## config.mk

```make
export PLATFORM = sky130hd
export DESIGN_NAME = p2prgb_outq
export DESIGN_NICKNAME = d
export VERILOG_FILES = /design/src/rtl/p2prgb_pkg.sv /design/src/rtl/p2prgb_outq.sv
export SDC_FILE = /design/constraint.sdc
export NUM_CORES = 1
export LEC_CHECK = 0
export ABC_AREA = 1
export ABC_CLOCK_PERIOD_IN_PS = 1600
export BUFFER_PORTS_ARGS = -buffer_cell sky130_fd_sc_hd__buf_2
export CAP_MARGIN = 20
export CORE_AREA = 5 5 75 77
export DETAILED_ROUTE_END_ITERATION = 6
export DIE_AREA = 0 0 80 82
export PLACE_DENSITY_LB_ADDON = 0.12
export SYNTH_ARGS = -nofsm -noshare
export SYNTH_HDL_FRONTEND = slang
export SYNTH_SLANG_ARGS = --single-unit
```

## constraint.sdc

```tcl
create_clock -name i_clk -period 1.6 [get_ports i_clk]
set_input_delay 0.16 -clock i_clk [delete_from_list [all_inputs] [get_ports i_clk]]
set_output_delay 0.16 -clock i_clk [all_outputs]
set_load 0.02 [all_outputs]
```

## src/rtl/p2prgb_pkg.sv

```systemverilog
// Shared types and constants for the planar-to-packed RGB line buffer.
// No dependencies; every other rtl file refers to it by scoped names.
package p2prgb_pkg;

    localparam int MAX_WIDTH_DEF = 4096;   // default pixels per line limit
    localparam int BYTE_W        = 8;
    localparam int RAW_W         = 13;     // line width register width
    localparam int CFG_IDX_W     = 1;

    // configuration register indexes
    localparam logic [CFG_IDX_W-1:0] CFG_COLOR_MODE = 1'b0;
    localparam logic [CFG_IDX_W-1:0] CFG_LINE_WIDTH = 1'b1;

    // register reset values
    localparam logic             COLOR_MODE_RST = 1'b1;
    localparam logic [RAW_W-1:0] LINE_WIDTH_RST = 13'd1024;

    // word kinds on the input side
    localparam logic OP_PUSH = 1'b0;
    localparam logic OP_PULL = 1'b1;

    // result queue depth
    localparam int OUTQ_DEPTH = 4;
    localparam int OUTQ_PW    = $clog2(OUTQ_DEPTH);
    localparam int OUTQ_CW    = $clog2(OUTQ_DEPTH + 1);

    // status of one item, travels from the control unit to the output stage
    typedef struct packed {
        logic accepted;
        logic out_valid;
        logic eol;
    } t_meta;

    // one result word as queued for the output
    typedef struct packed {
        logic              accepted;
        logic              out_valid;
        logic              eol;
        logic [BYTE_W-1:0] data;
    } t_result;

endpackage

```

## src/rtl/p2prgb_outq.sv

```systemverilog
// Small result queue decoupling the RAM read stage from the output word.
// Depends on p2prgb_pkg (t_result, queue depth).
module p2prgb_outq (
    input  logic                               i_clk,
    input  logic                               i_rst_n,
    input  logic                               i_push,
    input  p2prgb_pkg::t_result                i_data,
    output logic [p2prgb_pkg::OUTQ_CW-1:0]     o_count,
    output logic                               o_valid,
    input  logic                               i_ready,
    output p2prgb_pkg::t_result                o_data
);

    p2prgb_pkg::t_result                 r_q [p2prgb_pkg::OUTQ_DEPTH];
    logic [p2prgb_pkg::OUTQ_PW-1:0]      r_head, n_head;
    logic [p2prgb_pkg::OUTQ_PW-1:0]      r_tail, n_tail;
    logic [p2prgb_pkg::OUTQ_CW-1:0]      r_count, n_count;
    logic                                pop;

    assign pop     = (r_count != '0) && i_ready;
    assign o_valid = (r_count != '0);
    assign o_data  = r_q[r_head];
    assign o_count = r_count;

    always_comb begin
        n_head  = pop ? (r_head + p2prgb_pkg::OUTQ_PW'(1)) : r_head;
        n_tail  = i_push ? (r_tail + p2prgb_pkg::OUTQ_PW'(1)) : r_tail;
        n_count = r_count + p2prgb_pkg::OUTQ_CW'(i_push) - p2prgb_pkg::OUTQ_CW'(pop);
    end

    always_ff @(posedge i_clk) begin
        if (i_push) begin
            r_q[r_tail] <= i_data;
        end
    end

    always_ff @(posedge i_clk) begin
        if (!i_rst_n) begin
            r_head  <= '0;
            r_tail  <= '0;
            r_count <= '0;
        end else begin
            r_head  <= n_head;
            r_tail  <= n_tail;
            r_count <= n_count;
        end
    end

    a_no_overflow: assert property (@(posedge i_clk) disable iff (!i_rst_n)
        i_push |-> (r_count != p2prgb_pkg::OUTQ_CW'(p2prgb_pkg::OUTQ_DEPTH)) || pop)
        else $error("result queue overflow");

endmodule

```

Word-level counts from Yosys, hierarchy flattened:

Memories as Yosys holds them, arrays and structs flattened. A register that Yosys moved wholly into a read port is not among the register bits.
Cells that the tools add are included.

* flip-flop bits (word level): 7
* RAM bits: 44
* input port bits: 15
* output and inout bits: 15
* memories: 1

* add/subtract/negate cells: 4
* mux-type cells: 4
* reduce and logical (&&, ||, !) cells: 2

Memory list
* r_q: words 4, width 11, rd ports 1, clocked after Yosys merged registers in 1, wr ports 1, RTL line p2prgb_outq.sv:14 `p2prgb_pkg::t_result r_q [p2prgb_pkg::OUTQ_DEPTH];`

Operator list (count)
* $add 2x1->2 const B: 2
* $mux 2: 2
* $add 3x1->3: 1
* $reduce_bool 3->1: 1
* $sub 3x1->3: 1
* $mux 1: 2
* $logic_and 1x1->1: 1

Depth between registers and ports, before layout:

* word-level depth: 4
* gate-level depth with buffers: 9
* depth with buffers taken out: 9

Least setup slack after synthesis:

No wires, ideal clock.

* kind: register to register
* start point: reg r_count (netlist bit o_count[1])
* end point: reg r_count (netlist bit o_count[2])
* arrival: 1.628 ns
* slack: -0.143 ns
* cell stages (with the launch flop): 9
* path buffers: 0
* clock period less this slack: 1.743 ns
* cells stage by stage: dfxtp_1 nor2_2 a21boi_0 ha_1 inv_1 ha_1 fa_1 a21oi_1 nor2_1

* cells in the longest elaborated chain, start to end: 3
* elaborated cells between the ends (all ways): 4
* classes of those cells: 2 x add/sub; 2 x reduce/logical

RTL lines
* start: declaration: RTL line p2prgb_outq.sv:17 `logic [p2prgb_pkg::OUTQ_CW-1:0] r_count, n_count;`
* start signal: assignment: RTL line p2prgb_outq.sv:45 `r_count <= n_count;`
* $reduce_bool 3->1: RTL line p2prgb_outq.sv:20 `assign pop = (r_count != '0) && i_ready;`
* $logic_and 1x1->1: RTL line p2prgb_outq.sv:20
* net pop: RTL line p2prgb_outq.sv:18 `logic pop;`
* $sub 3x1->3: RTL line p2prgb_outq.sv:28 `n_count = r_count + p2prgb_pkg::OUTQ_CW'(i_push) - p2prgb_pkg::OUTQ_CW'(pop);`

The timed path passes the listed nets, and every way through them passes these cells.
A chain may end at the register's enable or synchronous reset.

Worst setup path after layout:

* start point: reg r_count (netlist bit o_count[1])
* end point: reg r_count (netlist bit o_count[1])

* cells in the longest elaborated chain, start to end: 3
* elaborated cells between the ends (all ways): 4
* classes of those cells: 2 x add/sub; 2 x reduce/logical

RTL lines (RTL line)
* $reduce_bool 3->1: p2prgb_outq.sv:20
* $logic_and 1x1->1: p2prgb_outq.sv:20
* net pop: p2prgb_outq.sv:18
* $sub 3x1->3: p2prgb_outq.sv:28
* net n_count (one bit): p2prgb_outq.sv:17

The timed path passes the listed nets, and every way through them passes these cells.

==> impl_metrics.yaml <==
run_status:
  status: "finished with violations"
  violations: "setup timing"
yosys:
  yosysSeqAreaShare: 0.7143
  syn_area_mm2: 0.002102
  yosysWarnings: 0
  synth_cells: 167
  ys_seq_elements: 53
  synth_nets: 189
  synth_area_per_cell_um2: 12.59
  ys_types: 19
layout:
  mostFrequentLayoutCell: "edfxtp_1"
  drive_gt1_frac: 0.3192
  stdcell_area_mm2: 0.002579
  final_core_util: 0.5215
  final_cell_mix: "edfxtp_1, buf_2, nor2_1"
  diodes: 0
  fillers: 439
  syn_to_final_growth_pct: 22.68
  nNetsFinal: 234
routing:
  detailroute.via_count: 1360
  vias_per_cell: 4.806
  wl_um: 4147
  drt-initial-drc-count: 84
  wl_per_cell_um: 14.65
  dr.pass1.iters: 2
  drtAntennaViolNets: 0
  drc: 0
clocking:
  cts-root-buf: "clkbuf_8"
  htree_levels: 2
  insertion_delay_ps: 300
  cts_sinks: 53
  cts_buffer_depth: 2
  clk_pin_slew_ps: 90
  cts_tree: "done"
  numCtsBuffers: 5
  cts_hold_buf: 0
sta:
  slew_viol_final: 0
  fmax_mhz: 607.7
  rsz0062_at_grt: "true"
  worst_pin_slew_ps: 183.8
  maxSlewHeadroom: 0.8775
  finalCritPeriodShare: 1.028
  min_period_ps: 1646
  setup_ws_ps: -45.56
  finalHoldViolations: 0
  finalHoldWorstSlack_ps: 65.82
  skew_ps: 3.973
  setup_viol: 2
critical_path:
  cp_max_fo: 2
  worstSetupPathDepth: 8
  critPathCaptureType: "flop"
  crit_arrival_ps: 1900
  r2r_setup_slack_ps: -50
  required_ps: 1850
  cp_slowest_cell: "fa_2"
  slowest_delay_ps: 520
  r2r_cells: 8
  path_class: "reg -> reg"
  cp-start-kind: "flop"
  crit_family: "adder cells"
  path_cells: "nor2_4 > a21boi_2 > ha_1 > inv_1 > ha_2 > fa_2 > nand2_1 > inv_1"
  r2r_start: "o_count[1]"
  reg2reg_to: "o_count[1]"
  cpMostUsedCell: "inv_1"
  crit_buf_inv: 2
die:
  core-area_mm2: 0.004945
  pin_count: 30
  start_util: 0.4251
  num_rows: 26
  die_width_um: 80
  die_area_mm2: 0.006560
  fp.dieH_um: 82
hold_path:
  min_from: "i_data[1]"
  whs_path_depth: 1
  hold_path.class: "in -> reg"
  holdPathEnd: "r_q[1][1]"
job:
  maxCapViolations: 0
global_route:
  grtUsageTotal: 0.1347
  antenna_found_initial: 0
  grt_max_degree: 23
  grt_overflow: 0
  grt_pass1_wl_um: 6575
  grt_pass1_vias: 1397
placed_design:
  routabilityCongestion: 0.7189
  dpl_cell_area_mm2: 0.002407
  dp_hpwl_um: 2838
  port_buffers: 29
pwr:
  p_leak_nw: 1.033
  powerDensity_mw_per_mm2: 1531
  ir_drop_mv: 0.8895
## state kept, by name, summed over array words and instances (netlist names), named ones only
signal	cells
r_head	2
o_count	3
r_tail	2
r_q	44
## stage by stage
stage / setup WS, ps / TNS (ps) / instances / power (mW)
floorplan: -34.65 / -34.65 / 167 / 2.478
global placement: -10.90 / -10.90 / 274 / 2.815
detailed placement: -62.97 / -70.71 / 274 / 2.876
CTS: -60.97 / -63.39 / 282 / 3.955
global route: -131.5 / -233.6 / 283 / 4.167
finish: -45.56 / -62.16 / 283 / 3.948
## kinds of logic after synthesis
group,synth area share
fa+ha+maj,0.04524
simple gates,0.08036
flops,0.7143
compound gates,0.1054
buf+inv,0.05476
## power by group
| part | switching, mW | total, mW | internal, mW |
|---|---|---|---|
| combinational | 0.742 | 1.20 | 0.461 |
| sequential | 0.0761 | 1.70 | 1.62 |
| clock | 0.424 | 1.04 | 0.621 |
## synth_stat cells (all sizes together)
| library cell | number | area (um^2) |
|---|---|---|
| a21boi | 1 | 7.510 |
| a21oi | 5 | 25.02 |
| buf | 6 | 51.30 |
| dfxtp | 9 | 180.2 |
| edfxtp | 44 | 1321 |
| fa | 1 | 20.02 |
| ha | 6 | 75.07 |
| inv | 17 | 63.81 |
| nand2 | 14 | 55.06 |
| nand3 | 2 | 10.01 |
| nor2 | 27 | 103.9 |
| o21ai | 24 | 120.1 |
| o22ai | 11 | 68.82 |
## routing by layer
| metal | track usage | vias to the layer above | share of wire | wire (um) |
|---|---|---|---|---|
| li1 | - | 675 | - | - |
| met3 | 0.04715 | 6 | 0.051 | 211 |
| met4 | 0.04054 | 0 | 0.014 | 57 |
| met5 | 0 | - | 0 | 0 |
| met2 | 0.2459 | 22 | 0.52 | 2136 |
| met1 | 0.1470 | 657 | 0.42 | 1742 |
## cell type report
cell class	count	area (um^2)	area share
Inverter	17	68.82	0.02669
Multi-Input combinational cell	91	513.0	0.1989
Tap cell	70	87.58	0.03396
Clock buffer	5	68.82	0.02669
Clock inverter	3	65.06	0.02523
Sequential cell	53	1515	0.5876
Timing Repair Buffer	44	260.3	0.1009
## timing repair
item	4_1_cts	5_1_grt
pin swaps	3	1
cloned	0	0
setup endpoints to repair	13	8
resized for setup	8	4
hold endpoints to repair	0	0
setup buffers	0	1
## worst max-delay path by stage
| stage | to | start | slack (ps) |
|---|---|---|---|
| global placement | o_count[1] | o_count[2] | -10 |
| floorplan | o_count[1] | o_count[2] | -30 |
| detailed placement | o_count[1] | o_count[0] | -60 |
| global route | o_count[1] | o_count[1] | -130 |
| finish | o_count[1] | o_count[1] | -50 |
| CTS | o_count[1] | o_count[1] | -60 |
Power figures use the tool's default switching activity.
