==> config.mk <==
export PLATFORM = sky130hd
export DESIGN_NAME = p2prgb_ctrl
export DESIGN_NICKNAME = d
export VERILOG_FILES = /design/src/rtl/p2prgb_pkg.sv /design/src/rtl/p2prgb_ctrl.sv
export SDC_FILE = /design/constraint.sdc
export NUM_CORES = 1
export LEC_CHECK = 0
export ABC_AREA = 1
export BUFFER_PORTS_ARGS = -buffer_cell sky130_fd_sc_hd__buf_2
export CAP_MARGIN = 25
export CORE_ASPECT_RATIO = 0.8
export CORE_MARGIN = 2
export CORE_UTILIZATION = 60
export CTS_BUF_LIST = sky130_fd_sc_hd__clkbuf_4 sky130_fd_sc_hd__clkbuf_8
export CTS_CLUSTER_DIAMETER = 120
export DETAILED_ROUTE_END_ITERATION = 7
export MAX_ROUTING_LAYER = met4
export PLACE_DENSITY = 0.84
export SKIP_CTS_REPAIR_TIMING = 1
export SLEW_MARGIN = 25
export SYNTH_ARGS = -nofsm -noshare
export SYNTH_HDL_FRONTEND = slang
export SYNTH_SLANG_ARGS = --single-unit
==> constraint.sdc <==
create_clock -name i_clk -period 5.3 [get_ports i_clk]
set_input_delay 0.53 -clock i_clk [delete_from_list [all_inputs] [get_ports i_clk]]
set_output_delay 0.53 -clock i_clk [all_outputs]
set_load 0.02 [all_outputs]
==> src/rtl/p2prgb_pkg.sv <==
// Shared types and constants for the planar-to-packed RGB line buffer.
// No dependencies; every other rtl file refers to it by scoped names.
package p2prgb_pkg;

    localparam int MAX_WIDTH_DEF = 4096;   // default pixels per line limit
    localparam int BYTE_W        = 8;
    localparam int RAW_W         = 13;     // line width register width
    localparam int CFG_IDX_W     = 1;

    // configuration register indexes
    localparam logic [CFG_IDX_W-1:0] CFG_COLOR_MODE = 1'b0;
    localparam logic [CFG_IDX_W-1:0] CFG_LINE_WIDTH = 1'b1;

    // register reset values
    localparam logic             COLOR_MODE_RST = 1'b1;
    localparam logic [RAW_W-1:0] LINE_WIDTH_RST = 13'd1024;

    // word kinds on the input side
    localparam logic OP_PUSH = 1'b0;
    localparam logic OP_PULL = 1'b1;

    // result queue depth
    localparam int OUTQ_DEPTH = 4;
    localparam int OUTQ_PW    = $clog2(OUTQ_DEPTH);
    localparam int OUTQ_CW    = $clog2(OUTQ_DEPTH + 1);

    // status of one item, travels from the control unit to the output stage
    typedef struct packed {
        logic accepted;
        logic out_valid;
        logic eol;
    } t_meta;

    // one result word as queued for the output
    typedef struct packed {
        logic              accepted;
        logic              out_valid;
        logic              eol;
        logic [BYTE_W-1:0] data;
    } t_result;

endpackage

==> src/rtl/p2prgb_ctrl.sv <==
// Fill/drain control: config registers, ping-pong line state, RAM addresses.
// Depends on p2prgb_pkg (codes, t_meta).
module p2prgb_ctrl #(
    parameter int MAX_WIDTH = p2prgb_pkg::MAX_WIDTH_DEF
) (
    input  logic                             i_clk,
    input  logic                             i_rst_n,
    input  logic                             i_cfg_valid,
    input  logic [p2prgb_pkg::CFG_IDX_W-1:0] i_cfg_index,
    input  logic [p2prgb_pkg::RAW_W-1:0]     i_cfg_data,
    output logic                             o_cfg_hold,
    input  logic                             i_item_valid,
    input  logic                             i_op,
    input  logic [p2prgb_pkg::BYTE_W-1:0]    i_byte,
    output logic                             o_wr_en,
    output logic [$clog2(6*MAX_WIDTH)-1:0]   o_wr_addr,
    output logic [p2prgb_pkg::BYTE_W-1:0]    o_wr_data,
    output logic                             o_rd_en,
    output logic [$clog2(6*MAX_WIDTH)-1:0]   o_rd_addr,
    output p2prgb_pkg::t_meta                o_meta
);

    localparam int STORE = 3 * MAX_WIDTH;
    localparam int AW    = $clog2(2 * STORE);
    localparam int PW    = $clog2(STORE);
    localparam int CW    = $clog2(STORE + 1);
    localparam int WW    = $clog2(MAX_WIDTH + 1);
    localparam int CMPW  = (WW > p2prgb_pkg::RAW_W) ? WW : p2prgb_pkg::RAW_W;
    localparam int SW    = $clog2(5 * MAX_WIDTH);

    localparam logic [1:0] PLANE_R = 2'd0;
    localparam logic [1:0] PLANE_G = 2'd1;
    localparam logic [1:0] PLANE_B = 2'd2;

    // config and derived line geometry
    logic                         r_color_mode;
    logic [p2prgb_pkg::RAW_W-1:0] r_line_width;
    logic                         r_hold;
    logic [WW-1:0]                r_w,   n_w;
    logic [CW-1:0]                r_len, n_len;
    logic [CMPW-1:0]              raw_ext;

    // line state
    logic [PW-1:0] r_fill_count,  n_fill_count;
    logic          r_fill_sel,    n_fill_sel;
    logic [1:0]    r_line_ready,  n_line_ready;
    logic          r_drain_sel,   n_drain_sel;
    logic [PW-1:0] r_drain_pixel, n_drain_pixel;
    logic [1:0]    r_drain_plane, n_drain_plane;
    logic [PW-1:0] r_drain_count, n_drain_count;

    logic [CW-1:0] fill_next;
    logic [CW-1:0] drain_next;
    logic [SW-1:0] base;
    logic [SW-1:0] off_raw;
    logic [SW-1:0] off_wrap;
    logic          push_ok;
    logic          pull_ok;

    always_ff @(posedge i_clk) begin
        if (!i_rst_n) begin
            r_color_mode <= p2prgb_pkg::COLOR_MODE_RST;
            r_line_width <= p2prgb_pkg::LINE_WIDTH_RST;
            r_hold       <= 1'b1;
        end else begin
            r_hold <= i_cfg_valid;
            if (i_cfg_valid) begin
                case (i_cfg_index)
                    p2prgb_pkg::CFG_COLOR_MODE: r_color_mode <= i_cfg_data[0];
                    p2prgb_pkg::CFG_LINE_WIDTH: r_line_width <= i_cfg_data;
                    default: ;
                endcase
            end
        end
    end

    // clamp width and form line length; registered behind the config registers
    always_comb begin
        raw_ext = CMPW'(r_line_width);
        if (raw_ext == '0) begin
            n_w = WW'(1);
        end else if (raw_ext > CMPW'(MAX_WIDTH)) begin
            n_w = WW'(MAX_WIDTH);
        end else begin
            n_w = WW'(raw_ext);
        end
        n_len = r_color_mode ? (CW'(n_w) + (CW'(n_w) << 1)) : CW'(n_w);
    end

    always_ff @(posedge i_clk) begin
        r_w   <= n_w;
        r_len <= n_len;
    end

    assign o_cfg_hold = r_hold;

    // plane base plus pixel, wrapped inside one store
    always_comb begin
        case (r_drain_plane)
            PLANE_G: base = SW'(r_w);
            PLANE_B: base = SW'({r_w, 1'b0});
            default: base = '0;
        endcase
        if (!r_color_mode) begin
            base = '0;
        end
        off_raw  = base + SW'(r_drain_pixel);
        off_wrap = (off_raw >= SW'(STORE)) ? (off_raw - SW'(STORE)) : off_raw;
    end

    always_comb begin
        n_fill_count  = r_fill_count;
        n_fill_sel    = r_fill_sel;
        n_line_ready  = r_line_ready;
        n_drain_sel   = r_drain_sel;
        n_drain_pixel = r_drain_pixel;
        n_drain_plane = r_drain_plane;
        n_drain_count = r_drain_count;
        fill_next     = CW'(r_fill_count) + CW'(1);
        drain_next    = CW'(r_drain_count) + CW'(1);
        push_ok       = i_item_valid && (i_op == p2prgb_pkg::OP_PUSH)
                        && !r_line_ready[r_fill_sel];
        pull_ok       = i_item_valid && (i_op == p2prgb_pkg::OP_PULL)
                        && r_line_ready[r_drain_sel];
        o_meta        = '0;

        o_wr_en   = push_ok;
        o_wr_data = i_byte;
        o_wr_addr = r_fill_sel ? (AW'(r_fill_count) + AW'(STORE)) : AW'(r_fill_count);
        o_rd_en   = pull_ok;
        o_rd_addr = r_drain_sel ? (AW'(off_wrap) + AW'(STORE)) : AW'(off_wrap);

        if (push_ok) begin
            o_meta.accepted = 1'b1;
            if (fill_next >= r_len) begin
                n_line_ready[r_fill_sel] = 1'b1;
                n_fill_count             = '0;
                n_fill_sel               = ~r_fill_sel;
            end else begin
                n_fill_count = PW'(fill_next);
            end
        end

        if (pull_ok) begin
            o_meta.out_valid = 1'b1;
            if (drain_next >= r_len) begin
                o_meta.eol                = 1'b1;
                n_line_ready[r_drain_sel] = 1'b0;
                n_drain_sel               = ~r_drain_sel;
                n_drain_count             = '0;
                n_drain_pixel             = '0;
                n_drain_plane             = PLANE_R;
            end else begin
                n_drain_count = PW'(drain_next);
                if (r_color_mode) begin
                    if (r_drain_plane >= PLANE_B) begin
                        n_drain_plane = PLANE_R;
                        n_drain_pixel = r_drain_pixel + PW'(1);
                    end else begin
                        n_drain_plane = r_drain_plane + 2'd1;
                    end
                end else begin
                    n_drain_pixel = r_drain_pixel + PW'(1);
                end
            end
        end
    end

    always_ff @(posedge i_clk) begin
        if (!i_rst_n) begin
            r_fill_count  <= '0;
            r_fill_sel    <= 1'b0;
            r_line_ready  <= '0;
            r_drain_sel   <= 1'b0;
            r_drain_pixel <= '0;
            r_drain_plane <= PLANE_R;
            r_drain_count <= '0;
        end else begin
            r_fill_count  <= n_fill_count;
            r_fill_sel    <= n_fill_sel;
            r_line_ready  <= n_line_ready;
            r_drain_sel   <= n_drain_sel;
            r_drain_pixel <= n_drain_pixel;
            r_drain_plane <= n_drain_plane;
            r_drain_count <= n_drain_count;
        end
    end

    // a completed line is flagged ready on the next cycle
    a_line_done: assert property (@(posedge i_clk) disable iff (!i_rst_n)
        (push_ok && (fill_next >= r_len)) |=> r_line_ready[$past(r_fill_sel)])
        else $error("completed line not marked ready");

    // never a fill into a store that is still being drained
    a_no_overwrite: assert property (@(posedge i_clk) disable iff (!i_rst_n)
        o_wr_en |-> !(r_line_ready[r_fill_sel]) && !(o_rd_en))
        else $error("write into a ready line store");

    // drained line is released and the other store selected
    a_drain_done: assert property (@(posedge i_clk) disable iff (!i_rst_n)
        o_meta.eol |=> (r_drain_sel != $past(r_drain_sel)) && (r_drain_count == '0))
        else $error("end of line did not release the store");

endmodule

After elaboration in Yosys (flattened, before gate mapping). Cells that the tools add are included.

Flip-flop bits (word level): 90. Bits of input ports: 27. Output and inout bits: 44.

Bitwise logic cells: 7. $add $sub $neg: 9. Mux-type cells: 31. Order comparisons: 9. Reductions and logical operators: 15. Equality and inequality tests: 3.

Operators by type and width (count): 14-bit 2-to-1 mux (5); 15-bit 2-to-1 mux (4); 14-bit by 1-bit adder with 14-bit output, second input constant (3); 13-bit 2-to-1 mux (3); 14-bit >= comparator (2); 14-bit one-hot mux with 2 select lines (1); 2-bit 2-to-1 mux (8); 14-bit by 14-bit adder with 15-bit output, second input constant (1); 15-bit by 14-bit adder with 15-bit output (1); 15-bit by 14-bit adder with 15-bit output, second input constant (1); 15-bit by 14-bit >= comparator with 1-bit output, second input constant (1); 15-bit by 14-bit subtractor with 15-bit output, second input constant (1); 13-bit by 14-bit adder with 14-bit output (1); 13-bit > comparator, second input constant (1); 13-bit zero test (1); 2-bit AND reduction (6); 1-bit 2-to-1 mux (8); 1-bit logical AND (6); 1-bit by 2-bit < comparator with 1-bit output, second input constant (2); 1-bit inverter (4); 3-bit by 1-bit != test with 1-bit output, second input constant (1); 2-bit by 1-bit adder with 2-bit output, second input constant (1); 2-bit AND (1); 1-bit demux with 1-bit select (2); 8 further kinds (9).

Longest topological paths before layout. Gate-level depths: netlist (run 1).

Depth in word-level cells: 10. Depth in mapped cells: 31. Depth with buffers taken out: 31.

Worst setup path after synthesis (run 1). No wires, ideal clock.

Kind: reg2out. Start point: reg r_drain_plane[1]. End point: out o_rd_addr[13]. Slack: 0.993 ns. Buffers on the path: 0. Arrival: 3.777 ns. Required time: 4.770 ns. Cell stages (with the launch flop): 30. Cells stage by stage: dfxtp_1 -> inv_1 -> ha_1 -> nand2_1 -> inv_1 -> nand2_1 -> nor2_1 -> ha_1 -> inv_1 -> fa_1 -> inv_1 -> nand2_1 -> nand2_1 -> nand4_1 -> nand3_1 -> nand2_1 -> nand2_2 -> ha_1 -> ha_1 -> nand2_1 -> nor2_1 -> nand3_1 -> nor2_2 -> nand3_1 -> o21ai_2 -> nand2_1 -> nand2_1 -> ha_1 -> or2_2 -> nand2_1.

Word-level cells in the longest chain between the ends: 8. Elaborated cells on any way between the ends: 10. Those cells by class: add/sub (3); order compare (1); eq/ne (2); mux (4).

RTL lines: start, declared (line p2prgb_ctrl.sv:49) `logic [1:0] r_drain_plane, n_drain_plane;`; start signal, assigned (line p2prgb_ctrl.sv:184) `r_drain_plane <= n_drain_plane;`; 2-bit equality test or 2-bit by 1-bit equality test with 1-bit output (tied branches) (line p2prgb_ctrl.sv:99) `case (r_drain_plane)`; 14-bit one-hot mux with 2 select lines * (line p2prgb_ctrl.sv:99); 15-bit 2-to-1 mux * (line p2prgb_ctrl.sv:104) `if (!r_color_mode) begin`; 15-bit by 14-bit adder with 15-bit output * (line p2prgb_ctrl.sv:107) `off_raw = base + SW'(r_drain_pixel);`; 15-bit by 14-bit subtractor with 15-bit output or 15-bit by 14-bit >= comparator with 1-bit output (tied branches) (line p2prgb_ctrl.sv:108) `off_wrap = (off_raw >= SW'(STORE)) ? (off_raw - SW'(STORE)) : off_raw;`; 15-bit 2-to-1 mux * (line p2prgb_ctrl.sv:108); 15-bit by 14-bit adder with 15-bit output (line p2prgb_ctrl.sv:131) `o_rd_addr = r_drain_sel ? (AW'(off_wrap) + AW'(STORE)) : AW'(off_wrap);`; 15-bit 2-to-1 mux * (line p2prgb_ctrl.sv:131); end, declared (line p2prgb_ctrl.sv:19) `output logic [$clog2(6*MAX_WIDTH)-1:0] o_rd_addr,`.

Every way passes the cells marked *; elsewhere a longest branch is shown, timed or not.

Worst setup path in the final report (run 1). Ends and elaborated chain as after synthesis.

==> flow_summary.yaml, run 1 <==
run_status:
  status: "finished, final reports clean"
power:
  switching_power_w: 0.000423
  p_int_w: 0.000947
  pwr-share-comb_pct: 14.9
  p_seq_share_pct: 52.3
  leakage_nw: 3.43
  p_clk_share_pct: 32.8
  p_per_area_nw_per_um2: 195
  ir_drop_v: 0.000179
  switching_share_pct: 30.9
yosys:
  netlist_instances: 973
  postSynthAreaPerCell_um2: 6.75
  synth.top_cells.by_area: "dfxtp_1 (27%), nand2_1 (14%), ha_1 (12%), inv_1 (8.3%), a21oi_1 (6.0%)"
  synthDistinctLibCells: 45
  syn_area_um2: 6570
  synth_flop_cell: "dfxtp_1"
  synth_seq_area_share_pct: 27.1
  synth_commonest_cells: "nand2_1 (242), inv_1 (145), dfxtp_1 (89), nor2_1 (80), a21oi_1 (79)"
  ys_seq_elements: 89
  yosys.area.top_type: "dfxtp_1"
  synthArstFlopShare_pct: 0
  synth_edf_count: 0
  synth_fp_nets: 1065
  synth.most_common_cell: "nand2_1"
  yosysWarnings: 0
  yosys.area.top_type_share_pct: 27.1
sta:
  slew_headroom_pct: 59.5
  max_freq_mhz: 203
  fin_skew_ps: 12.8
  finalHoldViolCount: 0
  fin_crit_sh_pct: 92.9
  drv_slew: 0
  finalWorstSetupSlack_ps: 378
  setup_viol: 0
  fin_crit_ps: 4920
  tightestPinTransition_ps: 602
setup_path:
  cp-end-kind: "output pin"
  start_kind: "flip-flop"
  crit_top_cell: "nand2_1"
  critPathMaxStageDelay_ps: 380
  crit_slowest_cell: "dfxtp_4"
  worstPathRequired_ps: 4770
  arrival_ps: 4390
  crit_type: "flip-flop to output pin"
  crit_path_max_fanout: 11
detailed_routing:
  drc: 0
  totalWireLength_mm: 15.2
  first_iter_violations: 417
  viasPerCell: 5.26
  drtPass1Iterations: 5
  wl_per_cell_um: 13.2
  postRouteAntennaNets: 0
  vias: 6038
global_route:
  grt_pass1_vias: 5522
  grt_max_degree: 33
  grt_pass1_wl_mm: 25.4
  grt_use_total_pct: 27.3
  antenna_found_initial: 0
  grt_overflow: 0
die:
  ios: 71
  row_count: 34
  initial_core_util_pct: 61.0
  die_width_um: 121
  die_y_um: 97.6
  dieArea_um2: 11800
  core_area_um2: 10800
placed_design:
  place_ws_ps: 408
  port-buffer-count: 54
  dp_hpwl_mm: 11.9
  gp_congestion: 0.996
  place_inst: 1131
cells_and_area:
  finalNetCount: 1092
  fin_cells: 1149
  drive_gt1_share_pct: 12.0
  post-route-util_pct: 65.4
  fillCellCount: 997
  syn_to_final_growth_pct: 7.12
  diodes: 0
clocking:
  clock_path_buffers: 2
  cts_root_buffer: "clkbuf_8"
  clk_latency_ps: 380
  cts_tree: "built"
  path_clk_slew_ps: 100
  cts_inserted_buffers: 9
  cts_num_sinks: 89
  h-tree-depth: 3
run:
  drv_cap: 0
min_path:
  hold_class: "input pin to flip-flop"
==> cell type report <==
type	count	area, µm²	area share (%)
Multi-Input combinational cell	696	4030	57.3
Sequential cell	89	1790	25.4
Inverter	147	552	7.84
Timing Repair Buffer	57	297	4.21
Tap cell	144	180	2.56
Clock buffer	9	124	1.76
Clock inverter	7	65.1	0.925
==> flip-flops by register name, indices dropped and copies added (netlist names), 2 cells and up <==
signal	flops
r_drain_count	14
r_drain_pixel	14
r_drain_plane	2
r_fill_count	14
r_len	13
r_line_ready	2
r_line_width	13
r_w	13
==> layout by cell type (no fill, tap or decap), types with 3 or more instances in the layout <==
master	instances
a21o_1	4
a21oi_1	79
a22oi_1	6
a31oi_1	7
and2_1	3
buf_2	54
clkbuf_8	9
clkinvlp_4	3
dfxtp_1	87
ha_1	59
ha_4	3
inv_1	141
inv_2	4
nand2_1	241
nand2_2	7
nand2_4	3
nand3_1	40
nand3_2	3
nand3b_1	6
nand4_1	14
nor2_1	79
nor2_2	7
nor3_1	15
nor3_2	3
nor4_1	8
o21ai_0	41
o21ai_1	5
or2_2	3
xnor2_1	7
xor2_1	32
==> through the flow <==
| step | instance area [µm²] | power (W) | hold WS [ps] | TNS, ps |
|---|---|---|---|---|
| 3_5_place_dp | 6770 | 0.000930 | 451 | 0 |
| 3_3_place_gp | 6770 | 0.000923 | 446 | 0 |
| 2_1_floorplan | 6570 | 0.000887 | 439 | 0 |
| 5_1_grt | 7040 | 0.00144 | 377 | -3.30 |
| 6_report | 7040 | 0.00137 | 358 | 0 |
| 4_1_cts | 6960 | 0.00137 | 343 | -11.5 |
==> power groups by stage <==
stage	combinational [W]	clock, W	sequential, W
after global placement	0.000191	0	0.000732
after detailed placement	0.000197	0	0.000733
final	0.000203	0.000449	0.000717
after floorplan	0.000157	0	0.000729
after global routing	0.000232	0.000486	0.000721
after CTS	0.000200	0.000458	0.000717
==> critical path, delay by kind of cell (launching register included) <==
kind,cells,cell delay [ps]
adder cells (fa/ha/maj),6,1300
AND/OR/NAND/NOR,18,1680
AO/OA/AOI/OAI,1,220
flip-flops,1,380
buffers and inverters,5,450
==> cells by family (layout without fill, tap and decap cells) <==
| kind of cell | after synthesis | after routing | share of synthesized area [%] |
|---|---|---|---|
| adders and majority gates | 65 | 65 | 12.6 |
| buffers and inverters | 188 | 220 | 12.3 |
| AOI/OAI and AO/OA | 154 | 154 | 13.2 |
| xor gates and xnor gates | 39 | 39 | 5.20 |
| and+or+nand+nor | 438 | 438 | 29.5 |
| DFF | 89 | 89 | 27.1 |
==> final timing paths <==
path                     from                to  slack, ps  cells after the start
max reg2reg  r_drain_count[0]  r_drain_plane[1]       1980                     15
min               i_cfg_valid        o_cfg_hold        360                      3
min reg2reg   r_line_width[6]   r_line_width[6]        470                      2
max          r_drain_plane[1]     o_rd_addr[13]        380                     30
==> routing by layer <==
layer	track usage, %	share of wire (%)
met1	37.8	51
met2	40.9	43
met3	4.52	5.3
met4	7.87	1.6
met5	-	0
No activity file was read; power rests on OpenSTA's default activity.
==> run 2: changes to the inputs <==
==> constraint.sdc (replaced) <==
create_clock -name i_clk -period 5.3 [get_ports i_clk]
set_input_delay 0.53 -clock i_clk [delete_from_list [all_inputs] [get_ports i_clk]]
set_output_delay 0.53 -clock i_clk [all_outputs]
set_load 0.1 [all_outputs]
==> run 2 against run 1 <==
Core utilization grew 1.9 points. Clock-buffer cell count grew 1. Combinational power grew 7%. Hold slack lost 2.1 ps. Die area is the same. Critical path type unchanged.
==> flow_summary.yaml, run 2 (same netlist as run 1, synthesis figures left out) <==
run_status:
  status: "finished, final reports clean"
setup_path:
  arrival_ps: 4460
  start_kind: "flip-flop"
  worstPathRequired_ps: 4770
  crit_slowest_cell: "dfxtp_4"
  critPathMaxStageDelay_ps: 390
  crit_type: "flip-flop to output pin"
  crit_top_cell: "nand2_1"
  crit_path_max_fanout: 10
  cp.buffers_inverters: 4
  path_delay_family: "simple AND/OR/NAND/NOR gates"
  cp-end-kind: "output pin"
global_route:
  grt_overflow: 0
  antenna_found_initial: 0
  grt_use_total_pct: 27.5
  grt_max_degree: 33
  grt_pass1_wl_mm: 25.5
  grt_pass1_vias: 5589
sta:
  fin_crit_ps: 4990
  fin_skew_ps: 12.5
  slew_headroom_pct: 57.6
  tightestPinTransition_ps: 635
  finalWorstSetupSlack_ps: 312
  finalHoldViolCount: 0
  setup_viol: 0
  fin_crit_sh_pct: 94.1
  max_freq_mhz: 200
  drv_slew: 0
  hold_slack_ps: 356
cells_and_area:
  fillCellCount: 942
  layout_commonest_cell: "nand2_1"
  finalNetCount: 1099
  layout_common_cells: "nand2_1 (236), inv_1 (139), dfxtp_1 (87)"
  diodes: 0
  top_regs: "r_drain_count x14, r_drain_pixel x14, r_fill_count x14"
  drive_gt1_share_pct: 13.9
  syn_to_final_growth_pct: 10.3
placed_design:
  port-buffer-count: 54
  gp_congestion: 0.980
  dp_hpwl_mm: 12.0
  place_ws_ps: 383
detailed_routing:
  viasPerCell: 5.31
  first_iter_violations: 395
  totalWireLength_mm: 15.7
  vias: 6142
  postRouteAntennaNets: 0
  drc: 0
  drtPass1Iterations: 5
  wl_per_cell_um: 13.5
die:
  row_count: 34
  die_y_um: 97.6
  dieArea_um2: 11800
  initial_core_util_pct: 61.0
  die_width_um: 121
  core_area_um2: 10800
  ios: 71
power:
  leakage_nw: 3.52
  ir_drop_v: 0.000216
  p_per_area_nw_per_um2: 204
clocking:
  clock_path_buffers: 2
  clk_latency_ps: 370
  cts_tree: "built"
  h-tree-depth: 3
  cts_num_sinks: 89
  cts_root_buffer: "clkbuf_8"
  path_clk_slew_ps: 100
  cts_inserted_buffers: 9
min_path:
  hold_class: "input pin to flip-flop"
run:
  drv_cap: 0
==> run 2: cell type report <==
| class | count | area, µm² | share of cell area (%) |
|---|---|---|---|
| Timing Repair Buffer | 64 | 383 | 5.29 |
| Clock buffer | 10 | 138 | 1.90 |
| Clock inverter | 6 | 101 | 1.40 |
| Sequential cell | 89 | 1790 | 24.7 |
| Multi-Input combinational cell | 696 | 4100 | 56.6 |
| Tap cell | 144 | 180 | 2.49 |
| Inverter | 147 | 554 | 7.65 |
==> run 2: tightest hold or removal path: stages <==
cell and delay, ps:
buf_2 90, inv_1 40, nand2_1 40
==> run 2: path summary, 6_finish.rpt <==
kind / cells after the start / slack [ps] / endpoint / start
worst min-delay path: 3 / 360 / o_cfg_hold / i_cfg_valid
worst max-delay path: 27 / 310 / o_rd_addr[13] / r_drain_plane[1]
worst min register to register: 0 / 480 / r_w[12] / r_line_width[12]
worst max register to register: 16 / 1850 / r_line_ready[0] / r_fill_count[0]
==> run 2: layer usage <==
metal | wire, µm | share of wire, % | vias up | GRT usage [%]
met1 | 7710 | 49 | 2777 | 37.7
li1 | - | - | 3188 | -
met5 | 0 | 0 | - | -
met3 | 894 | 5.7 | 28 | 5.22
met4 | 238 | 1.5 | 0 | 8.05
met2 | 6820 | 44 | 149 | 41.0
==> run 2: through the flow <==
| stage | instances | TNS (ps) | power, W | util [%] | instance area, µm² |
|---|---|---|---|---|---|
| global placement | 1132 | 0 | 0.000938 | 63.4 | 6820 |
| floorplan | 973 | 0 | 0.000920 | - | 6580 |
| detailed placement | 1132 | 0 | 0.000944 | 63.4 | 6820 |
| global route | 1156 | -70.9 | 0.00155 | 67.3 | 7240 |
| finish | 1156 | 0 | 0.00148 | 67.3 | 7240 |
| CTS | 1148 | -37.1 | 0.00149 | 65.6 | 7060 |
==> run 2: report_power, final <==
group	leakage, nW	switching (W)	total [W]	internal [W]
clock network	0.116	0.000261	0.000545	0.000285
logic	2.68	0.000151	0.000218	0.0000678
registers	0.728	0.0000164	0.000717	0.000701
==> run 3: changes to the inputs <==
--- a/config.mk
+++ b/config.mk
@@ -8,14 +8,16 @@
 export ABC_AREA = 1
 export BUFFER_PORTS_ARGS = -buffer_cell sky130_fd_sc_hd__buf_2
 export CAP_MARGIN = 25
+export CELL_PAD_IN_SITES_DETAIL_PLACEMENT = 1
+export CELL_PAD_IN_SITES_GLOBAL_PLACEMENT = 1
 export CORE_ASPECT_RATIO = 0.8
 export CORE_MARGIN = 2
-export CORE_UTILIZATION = 60
+export CORE_UTILIZATION = 44
 export CTS_BUF_LIST = sky130_fd_sc_hd__clkbuf_4 sky130_fd_sc_hd__clkbuf_8
 export CTS_CLUSTER_DIAMETER = 120
 export DETAILED_ROUTE_END_ITERATION = 7
 export MAX_ROUTING_LAYER = met4
-export PLACE_DENSITY = 0.84
+export PLACE_DENSITY = 0.86
 export SKIP_CTS_REPAIR_TIMING = 1
 export SLEW_MARGIN = 25
 export SYNTH_ARGS = -nofsm -noshare
==> constraint.sdc (replaced) <==
create_clock -name i_clk -period 5.3 [get_ports i_clk]
set_input_delay 0.53 -clock i_clk [delete_from_list [all_inputs] [get_ports i_clk]]
set_output_delay 0.53 -clock i_clk [all_outputs]
set_load 0.005 [all_outputs]
==> run 3 against run 2 <==
Sequential power barely moved. Clock skew shrank 2.3 ps. Flip-flop and latch count stayed put. Die area up 35%. Critical path depth up 4. Sequential share of layout area grew 0.11 points. Setup slack worse by 35 ps.
==> flow_summary.yaml, run 3 (same netlist as run 1, synthesis figures left out) <==
sta:
  fin_skew_ps: 10.1
  setup_viol: 0
  tightestPinTransition_ps: 654
  slew_headroom_pct: 56.3
  fin_crit_sh_pct: 94.8
  drv_slew: 0
  finalHoldViolCount: 0
  fin_crit_ps: 5020
  max_freq_mhz: 199
  finalWorstSetupSlack_ps: 277
  fin_setup_tns_ps: 0
clocking:
  cts_inserted_buffers: 9
  clock_path_buffers: 2
  clk_latency_ps: 390
  path_clk_slew_ps: 100
  cts_tree: "built"
  cts_root_buffer: "clkbuf_8"
  h-tree-depth: 3
  cts_num_sinks: 89
setup_path:
  rr_worst_depth: 15
  crit_path_max_fanout: 11
  r2r-end: "r_fill_count[0]"
  crit_type: "flip-flop to output pin"
  crit_slowest_cell: "fa_2"
  rrSetupSlack_ps: 1830
  arrival_ps: 4490
  cp-end-kind: "output pin"
  start_kind: "flip-flop"
  worstReg2RegStart: "r_fill_count[0]"
  crit_top_cell: "nand2_1"
  worstPathRequired_ps: 4770
  critPathMaxStageDelay_ps: 400
global_route:
  antenna_found_initial: 0
  grt_pass1_wl_mm: 30.3
  grt_max_degree: 27
  grt_use_total_pct: 24.3
  grt_pass1_vias: 6214
  grt_overflow: 0
min_path:
  min-delay-start: "i_cfg_valid"
  hold_class: "input pin to flip-flop"
  whs_path_depth: 3
  hold_path_end: "o_cfg_hold"
cells_and_area:
  final_area_um2: 7210
  fillCellCount: 1944
  syn_to_final_growth_pct: 9.77
  layout_common_cells: "nand2_1 (238), inv_1 (140), dfxtp_1 (87)"
  post-route-util_pct: 49.9
  finalNetCount: 1101
  top_regs: "r_drain_count x14, r_drain_pixel x14, r_fill_count x14"
  diodes: 0
  layout_commonest_cell: "nand2_1"
  drive_gt1_share_pct: 13.6
power:
  ir_drop_v: 0.000175
  total_power_w: 0.00140
  leakage_nw: 3.51
  p_per_area_nw_per_um2: 195
detailed_routing:
  vias: 6231
  drc: 0
  drtPass1Iterations: 4
  first_iter_violations: 245
  viasPerCell: 5.20
  totalWireLength_mm: 18.7
  postRouteAntennaNets: 0
  wl_per_cell_um: 15.6
placed_design:
  port-buffer-count: 54
  place_ws_ps: 279
  dp_hpwl_mm: 14.9
  gp_congestion: 0.942
  dpl-instance-area_um2: 6830
die:
  core_area_um2: 14400
  die_y_um: 113
  ios: 71
  row_count: 39
  initial_core_util_pct: 45.5
  dieArea_um2: 15900
  die_width_um: 141
run_status:
  status: "finished, final reports clean"
run:
  drv_cap: 0
==> run 3: changes by cell type in the layout (fill, tap and decap cells not counted), moves of 2 or more <==
cell       before  now
buf_4           9   12
nand2_2        12    9
buf_12          2    0
buf_2          52   54
bufinv_16       2    0
nand2_1       236  238
==> run 3: worst max-delay path by stage <==
stage / start / endpoint / slack (ps) / cells after the start
after floorplan: r_drain_plane[1] / o_rd_addr[13] / 1090 / 29
after global placement: r_drain_plane[1] / o_rd_addr[13] / 510 / 30
after detailed placement: r_drain_plane[1] / o_rd_addr[13] / 280 / 30
after CTS: r_drain_plane[1] / o_rd_addr[13] / -150 / 30
after global routing: r_drain_plane[1] / o_rd_addr[13] / -90 / 31
final: r_drain_plane[1] / o_rd_addr[13] / 280 / 31
==> run 3: layer usage <==
layer	GRT usage [%]	wire (µm)	vias up
li1	-	-	3190
met1	32.9	9520	2942
met2	38.4	8400	82
met3	3.98	466	17
met4	5.40	260	0
met5	-	0	-
==> run 3: through the flow <==
stage	hold WS (ps)	instances
after floorplan	439	973
after global placement	457	1172
after detailed placement	461	1172
after CTS	332	1188
after global routing	354	1198
final	344	1198
==> run 3: cell type report <==
cell class	count	area [µm²]	area share, %
sequential	89	1790	24.8
clock inverter	5	46.3	0.642
tap	184	230	3.19
inverter	147	557	7.72
multi-input combinational	696	4080	56.5
timing repair buffer	66	360	5.00
clock buffer	11	151	2.10
==> run 3: critical path, delay by kind of cell, from the launching register on <==
family | cells | cell delay, ps
simple gates | 20 | 1930
buf+inv | 5 | 370
fa+ha+maj | 6 | 1430
flops | 1 | 380
==> run 3: where the power goes <==
part	total (W)	internal [W]	leakage, nW	switching (W)
Clock	0.000482	0.000205	0.102	0.000277
Combinational	0.000204	0.0000677	2.68	0.000136
Sequential	0.000718	0.000701	0.728	0.0000176
Total	0.00140	0.000973	3.51	0.000431
